<file path="config.mk">
export PLATFORM = sky130hd
export DESIGN_NAME = smsc_back
export DESIGN_NICKNAME = d
export VERILOG_FILES = /design/src/rtl/smsc_pkg.sv /design/src/rtl/smsc_back.sv
export VERILOG_INCLUDE_DIRS = /design/src /design/src/rtl
export SDC_FILE = /design/constraint.sdc
export NUM_CORES = 1
export LEC_CHECK = 0
export ABC_AREA = 1
export BUFFER_PORTS_ARGS = -buffer_cell sky130_fd_sc_hd__clkbuf_2
export CAP_MARGIN = 20
export CORE_MARGIN = 8
export CORE_UTILIZATION = 45
export DETAILED_ROUTE_END_ITERATION = 10
export PLACE_DENSITY = 0.69
export REMOVE_ABC_BUFFERS = 1
export SLEW_MARGIN = 10
export SYNTH_ARGS = -nofsm -noshare
export SYNTH_HDL_FRONTEND = slang
export SYNTH_SLANG_ARGS = --single-unit
</file>
<file path="constraint.sdc">
create_clock -name clk -period 2.1 [get_ports clk]
set_input_delay 0 -clock clk [delete_from_list [all_inputs] [get_ports clk]]
set_output_delay 0 -clock clk [all_outputs]
set_load 0.05 [all_outputs]
</file>
<file path="src/rtl/spirv_module_structure_checker_defines.svh">
// ----------------------------------------------------------------------------
// Assertion macros for the shader module structure checker
// Shared concurrent assertion forms used by the checker's RTL modules.
// ----------------------------------------------------------------------------
`ifndef SPIRV_MODULE_STRUCTURE_CHECKER_DEFINES_SVH
`define SPIRV_MODULE_STRUCTURE_CHECKER_DEFINES_SVH

// Same-cycle implication, disabled during reset
`define SMSC_ASSERT_IMP(label, ck, rs, ante, cons, msg) \
  label: assert property (@(posedge ck) disable iff (rs) (ante) |-> (cons)) else $error(msg);

// Next-cycle implication, disabled during reset
`define SMSC_ASSERT_NXT(label, ck, rs, ante, cons, msg) \
  label: assert property (@(posedge ck) disable iff (rs) (ante) |=> (cons)) else $error(msg);

`endif

</file>
<file path="src/rtl/smsc_pkg.sv">
// ----------------------------------------------------------------------------
// smsc_pkg
// Constants, status codes and queue item types of the module structure checker.
// ----------------------------------------------------------------------------
package smsc_pkg;

  // Default module size limit in words
  localparam int unsigned MAX_WORDS_DEF = 65536;
  // Depth of the queues between front, back and result port
  localparam int unsigned QUEUE_DEPTH   = 2;

  // Header words
  localparam logic [31:0] SPV_MAGIC = 32'h0723_0203;
  localparam logic [31:0] VER_MIN   = 32'h0001_0000;
  localparam logic [31:0] VER_MAX   = 32'h0001_0500;
  localparam int unsigned IDX_MAGIC   = 0;
  localparam int unsigned IDX_VERSION = 1;
  localparam int unsigned IDX_BOUND   = 3;
  localparam int unsigned IDX_SCHEMA  = 4;
  localparam int unsigned HDR_WORDS   = 5;

  // Instruction walk
  localparam logic [15:0] OP_MEMORY_MODEL = 16'd14;
  localparam logic [15:0] OP_ENTRY_POINT  = 16'd15;
  localparam logic [15:0] MEM_MODEL_LEN   = 16'd3;
  localparam logic [15:0] ENTRY_MIN_LEN   = 16'd5;
  localparam logic [31:0] EXEC_PIXEL      = 32'd4;
  localparam logic [31:0] EXEC_VERTEX     = 32'd0;
  localparam logic [31:0] NAME_MAIN       = 32'h6E69_616D;  // "main"
  localparam logic [2:0]  POS_EXEC        = 3'd1;
  localparam logic [2:0]  POS_NAME        = 3'd3;
  localparam logic [2:0]  POS_NAME_END    = 3'd4;
  localparam logic [2:0]  POS_MAX         = 3'd7;

  // Reported word count saturation
  localparam logic [16:0] SEEN_SAT = 17'h1_FFFF;

  // Status codes
  localparam logic [2:0] ST_VALID      = 3'd0;
  localparam logic [2:0] ST_BAD_SIZE   = 3'd1;
  localparam logic [2:0] ST_BAD_HEADER = 3'd2;
  localparam logic [2:0] ST_INCOMPLETE = 3'd3;
  localparam logic [2:0] ST_NO_ENTRY   = 3'd4;

  // Classified word, front to back
  typedef struct packed {
    logic        hdr_err;    // header word fails its check
    logic        walk;       // word belongs to the instruction stream
    logic        last;
    logic        size_bad;
    logic [16:0] seen;
    logic [15:0] count;      // word count field if this is an opcode word
    logic        is_mem;     // well-formed memory model opcode word
    logic        is_entry;   // entry point opcode word, long enough
    logic        exec_ok;    // matches expected execution model
    logic        name_ok;    // "main"
    logic        low_zero;   // low byte is NUL
  } word_item_t;

  // Verdict, back to result port
  typedef struct packed {
    logic [2:0]  status;
    logic        mem_seen;
    logic        entry_seen;
    logic [16:0] seen;
  } verdict_t;

endpackage

</file>
<file path="src/rtl/smsc_back.sv">
// ----------------------------------------------------------------------------
// smsc_back
// Walks instructions by word count, holds the first error and forms the verdict.
// ----------------------------------------------------------------------------
`include "spirv_module_structure_checker_defines.svh"

module smsc_back (
  input  logic                 clk,
  input  logic                 rst,
  input  smsc_pkg::word_item_t item,
  input  logic                 item_valid,
  output logic                 item_pop,
  input  logic                 out_full,
  output logic                 verdict_push,
  output smsc_pkg::verdict_t   verdict
);
  import smsc_pkg::*;

  logic [15:0] instr_words_left;
  logic [15:0] instr_words_left_next;
  logic [2:0]  instr_position;
  logic [2:0]  instr_position_next;
  logic        entry_candidate;
  logic        entry_candidate_next;
  logic        memory_flag;
  logic        memory_flag_next;
  logic        entry_flag;
  logic        entry_flag_next;
  logic [2:0]  first_error;
  logic [2:0]  first_error_next;
  logic        flags_ok;

  assign item_pop     = item_valid && !out_full;
  assign verdict_push = item_pop && item.last;

  // Header errors and instruction walk
  always_comb begin
    instr_words_left_next = instr_words_left;
    instr_position_next   = instr_position;
    entry_candidate_next  = entry_candidate;
    memory_flag_next      = memory_flag;
    entry_flag_next       = entry_flag;
    first_error_next      = first_error;
    if (item.hdr_err) begin
      if (first_error == ST_VALID) begin
        first_error_next = ST_BAD_HEADER;
      end
    end else if (item.walk && (first_error == ST_VALID)) begin
      if (instr_words_left == 16'd0) begin
        // opcode word
        if (item.count == 16'd0) begin
          first_error_next = ST_INCOMPLETE;
        end else begin
          memory_flag_next      = memory_flag || item.is_mem;
          entry_candidate_next  = item.is_entry;
          instr_words_left_next = item.count - 16'd1;
          instr_position_next   = 3'd1;
        end
      end else begin
        // operand word
        if (entry_candidate) begin
          case (instr_position)
            POS_EXEC:     entry_candidate_next = item.exec_ok;
            POS_NAME:     entry_candidate_next = item.name_ok;
            POS_NAME_END: begin
              entry_flag_next      = entry_flag || item.low_zero;
              entry_candidate_next = 1'b0;
            end
            default:      entry_candidate_next = entry_candidate;
          endcase
        end
        instr_words_left_next = instr_words_left - 16'd1;
        if (instr_position < POS_MAX) begin
          instr_position_next = instr_position + 3'd1;
        end
      end
    end
  end

  // Verdict from the updated state
  always_comb begin
    if (item.size_bad) begin
      verdict.status = ST_BAD_SIZE;
    end else if (first_error_next != ST_VALID) begin
      verdict.status = first_error_next;
    end else if (instr_words_left_next != 16'd0) begin
      verdict.status = ST_INCOMPLETE;
    end else if (!memory_flag_next || !entry_flag_next) begin
      verdict.status = ST_NO_ENTRY;
    end else begin
      verdict.status = ST_VALID;
    end
    flags_ok           = (verdict.status == ST_VALID) || (verdict.status == ST_NO_ENTRY);
    verdict.mem_seen   = flags_ok && memory_flag_next;
    verdict.entry_seen = flags_ok && entry_flag_next;
    verdict.seen       = item.seen;
  end

  // Walk state; cleared after each verdict
  always_ff @(posedge clk) begin
    if (rst || verdict_push) begin
      instr_words_left <= '0;
      instr_position   <= '0;
      entry_candidate  <= 1'b0;
      memory_flag      <= 1'b0;
      entry_flag       <= 1'b0;
      first_error      <= ST_VALID;
    end else if (item_pop) begin
      instr_words_left <= instr_words_left_next;
      instr_position   <= instr_position_next;
      entry_candidate  <= entry_candidate_next;
      memory_flag      <= memory_flag_next;
      entry_flag       <= entry_flag_next;
      first_error      <= first_error_next;
    end
  end

  `SMSC_ASSERT_IMP(a_back_no_drop, clk, rst, verdict_push, !out_full, "verdict pushed into full queue")
  `SMSC_ASSERT_NXT(a_back_cleared, clk, rst, verdict_push, (first_error == ST_VALID) && (instr_words_left == 16'd0) && !memory_flag && !entry_flag, "walk state not cleared after verdict")
  `SMSC_ASSERT_IMP(a_back_flags_masked, clk, rst, verdict_push && (verdict.status != ST_VALID) && (verdict.status != ST_NO_ENTRY), !verdict.mem_seen && !verdict.entry_seen, "flags reported with a structural error")

endmodule

</file>
After elaboration in Yosys (flattened, before gate mapping)
Index checks and enable logic that the tools add are counted.
- flip-flop bits (word level): 25
- latch bits: 0
- bits in writable memories: 0
- bits in read-only memories: 0
- output and inout port bits: 24
- word-level logic and storage cells: 67
- memories kept: 0
- add/sub/neg operators: 3
- multipliers: 0
- div/mod/pow operators: 0
- $lt $le $gt $ge: 1
- equality and inequality tests: 5
- shift-type cells: 0
- muxes and demuxes: 29
- bitwise operators: 1
- reduce and logical (&&, ||, !) cells: 22
- operators by type and width (cell ; number):
    two-way mux 16 bit ; 4
    two-way mux 3 bit ; 12
    logical NOT 16 bit ; 2
    subtractor 16 x 1 -> 16 bit (second input constant) ; 2
    nonzero test 16 bit ; 1
    two-way mux 1 bit ; 12
    equality test 3 bit (second input constant) ; 2
    logical NOT 3 bit ; 2
    logical AND 1 bit ; 5
    logical OR 1 bit ; 5
    AND reduction 5 bit ; 1
    AND reduction 4 bit ; 1
    adder 3 x 1 -> 3 bit (second input constant) ; 1
    equality test 3 x 1 -> 1 bit (second input constant) ; 1
    equality test 3 x 2 -> 1 bit (second input constant) ; 1
    logical NOT 1 bit ; 3
    less-than comparator 3 bit (second input constant) ; 1
    case mux 1 bit (3 select lines) ; 1
    nonzero test 3 bit ; 1
    != test 2 bit (second input constant) ; 1
    nonzero test 2 bit ; 1
    inverter 1 bit ; 1

Longest topological paths before layout
- word-level depth: 15
- depth in mapped cells: 18
- depth with buffers taken out: 18

Worst setup path before layout
OpenSTA, ideal clock, no wires.
- path kind: reg2out
- from: reg instr_words_left[0]
- to: out verdict[20] (netlist bit)
- arrival: 2470 ps
- required time: 2100 ps
- path slack: -370 ps
- cell stages (with the launch flop): 17
- buffers on the path: 0
- path through: dfxtp_1 -> inv_1 -> ha_1 -> nand2_1 -> nor2_4 -> nand2_4 -> nor2_8 -> nand2_1 -> inv_2 -> nand2_1 -> nand3_1 -> nand2_1 -> nand2_1 -> nor2_1 -> nand3_1 -> nand2_2 -> a21oi_1
- RTL lines (what ; RTL line ; RTL):
    start: declaration ; smsc_back.sv:19 ; logic [15:0] instr_words_left;
    start signal: assignment ; smsc_back.sv:109 ; instr_words_left <= instr_words_left_next;
    end: declaration ; smsc_back.sv:15 ; output smsc_pkg::verdict_t verdict

==> metrics <==
Non-Filler Instances=685; r2r startpoint=first_error[0]$_SDFFE_PP0P_; Leak Pwr=around 0.0022 uW; Hold Path Class=input pin to output pin; Area contributors post-synth=nand2_1 20%, dfxtp_1 17%, nand3_1 9.4%; antenna violations before repair=0; FP Rows=29; vias in the first global route=3745; Clk pwr share=between 10% and 20%; class of the most critical setup path=flop to output pin; initial DRC count=255; Seq pwr share=26.4%; layout cells sized above 1=between 40% and 50%; required time of the worst setup path=2.10 ns; largest net degree at the start of global routing=20; placed insts=approximately 660; Vias=between 3000 and 4000; placed cell area=approximately 3600 um^2; clock-pin slew on the worst setup and hold paths=0.10 ns; cell-internal power=1080 uW; post-synth cell types=32; Critical Path End Type=output pin; Core Region=6310 um^2; RSZ-0062 raised after global routing=yes; Avg Inst Size Synth=roughly 5.8 um^2; VDD IR-drop max=283 uV; WHS=0.000421 ns; top-area cell type share of the netlist area=19.6%; clock sinks=25; vias per cell=5.47; Seq. cell area=around 520 um^2; Clock Root Buffer=clkbuf_8; WL/cell=15.5 um; remaining antenna violation count=0; synth-to-layout area growth=44.7%; WP data arrival=2.50 ns; post-synth top area cell=nand2_1; Yosys reg bits=25; Final period util=119%; WHS Path Cells=0; Mapped Cells=between 500 and 600; Port Buffers=35; die area=9310 um^2; switching pwr=829 uW; switching share of power=43.5%; hold endpoint=verdict[0]; Worst-Skew Late Latency=0.28 ns; FF-to-FF setup slack=0.18 ns; Max-cap violations=0; most frequent cells in the layout=127 x nand2_1, 85 x buf_4, 58 x inv_1; setup violators final=5; first-pass GRT wire length=17000 um; # IOs=70; crit path time final=2.50 ns; HP Start=item[21]; multi-input logic area=2290 um^2; Hold Vio Cnt, Final=0; outcome=finished with violations; violated checks=setup timing; Worst-Margin Slew=around 0.64 ns; htree depth=1; Die Height=96.5 um; total routed wirelength=10600 um; share of total power in combinational logic=56.8%; Crit Path Max Fanout=5; fill count=between 500 and 600; setup ws final=-0.397 ns; drt drc=0; CP Launch Type=flop; clock buffer depth=2; register area share after synthesis=17.2%; remaining global-route overflow=0; post-route design area=4220 um^2; gpl congestion=~0.95; r2r endpoint=instr_position[0]$_SDFFE_PP0P_; PD cells=452 nW/um^2; First-pass DRT Iterations=4; Clock Skew=0.00482 ns; Tot GR Track Use=22.8%; final design utilization=66.8%; relative slew slack=a little under three fifths; ant diodes=0; Starting Density=46.2%; Slew Limit Fails=0; most common cell after layout, fill and taps aside=nand2_1; CTS tree=done; CTS Buf Count=3; FMAX=400 MHz; Synth Cell Area=2910 um^2; Layout Nets=663; chip width=96.5 um; Ys Warns=0; dpl hpwl=about 7500 um; R2R cell count=11
## state kept, by name, summed over array words and instances, names as in the netlist
name / flops
memory_flag: 1
entry_flag: 1
first_error: 3
entry_candidate: 1
instr_position: 3
instr_words_left: 16
## area by class of cell
cell class / instances / area share [%]
Clock buffer: 3 / 0.980
Clock inverter: 1 / 0.178
Inverter: 76 / 7.12
Multi-Input combinational cell: 376 / 54.4
Sequential cell: 25 / 12.3
Tap cell: 77 / 2.29
Timing Repair Buffer: 126 / 22.5
Timing Repair inverter: 1 / 0.178
## cells in the mapped netlist
cell type and instances:
nand3_1 55, clkinv_1 2, nand4_2 1, inv_1 62
o21ai_0 15, nor2_8 1, xor2_1 4, nand2_1 152
buf_6 1, nand3_2 2, nand4_1 5, o21ai_2 1
nand2_2 12, o221ai_1 13, buf_4 18, dfxtp_1 25
nor2_4 16, nor3_1 1, or2_2 1, clkbuf_1 4
nand2_4 2, inv_2 12, o21ai_1 4, nor2_1 48
xnor2_1 1, buf_2 2, o211ai_1 1, a211oi_1 3
a21oi_1 18, ha_1 8, nor2_2 11, o31ai_1 1
## power groups by stage
stage | combinational (uW) | sequential [uW] | clock [uW]
finish | 1080 | 502 | 321
global route | 1160 | 505 | 344
CTS | 930 | 504 | 329
detailed placement | 811 | 514 | 0
global placement | 800 | 513 | 0
floorplan | 477 | 512 | 0
## repair_timing
action / 4_1_cts / 5_1_grt
hold buffers: 1 / 0
resized for setup: 60 / 59
buffers inserted: 7 / 11
pin swaps: 14 / 51
setup endpoints to repair: 8 / 8
hold endpoints to repair: 1 / 0
cloned: 1 / 0
## logic make-up (layout without fill, tap and decap cells)
family,count (synthesis),after routing,share of synthesized area (%)
and+or+nand+nor,307,307,50.4
buffers and inverters,101,207,15.7
AOI/OAI and AO/OA,56,56,11.9
DFF,25,25,17.2
adders and majority gates,8,8,3.44
xor gates and xnor gates,5,5,1.50
## metal layers
metal | vias to the layer above | part of all wire, % | track usage (%) | routed length, um
li1 | 1799 | - | - | -
met1 | 1749 | 39 | 25.4 | 4190
met2 | 167 | 51 | 40.1 | 5370
met3 | 31 | 7.0 | 5.64 | 746
met4 | 0 | 3.0 | 9.71 | 323
met5 | - | 0 | 0 | 0
## critical path, cell delays in order (launching register included)
cell and delay (ns):
dfxtp_2 0.38, inv_4 0.06, ha_4 0.17, nand2_4 0.09, nor2_4 0.04, nand2_4 0.07
nor2_8 0.06, nand2_4 0.08, clkinvlp_4 0.15, nand2_2 0.10, nand3_2 0.06, nand2_1 0.10
nand2_2 0.08, nor2_4 0.16, nand3_2 0.12, nand2_4 0.11, nand3_4 0.09, nor2_4 0.12
buf_12 0.14
## worst max-delay path by stage
stage                   to                        startpoint  cells after the start  slack (ns)
3_3_place_gp   verdict[17]  instr_words_left[0]$_SDFFE_PP0P_                     17       -0.16
2_1_floorplan  verdict[20]  instr_words_left[0]$_SDFFE_PP0P_                     16       -0.37
5_1_grt        verdict[18]  instr_words_left[0]$_SDFFE_PP0P_                     19       -0.51
6_report       verdict[17]  instr_words_left[0]$_SDFFE_PP0P_                     18       -0.40
4_1_cts        verdict[17]  instr_words_left[1]$_SDFFE_PP0P_                     18       -0.36
3_5_place_dp   verdict[17]  instr_words_left[0]$_SDFFE_PP0P_                     17       -0.25
## stage by stage
step	setup WS (ns)	power, uW	setup TNS [ns]
after global routing	-0.514	2010	-2.27
after floorplan	-0.370	988	-5.93
after detailed placement	-0.250	1320	-0.944
after CTS	-0.361	1760	-1.52
final	-0.397	1900	-1.73
after global placement	-0.156	1310	-0.602
Note: power is estimated with default switching activity, not from simulation.
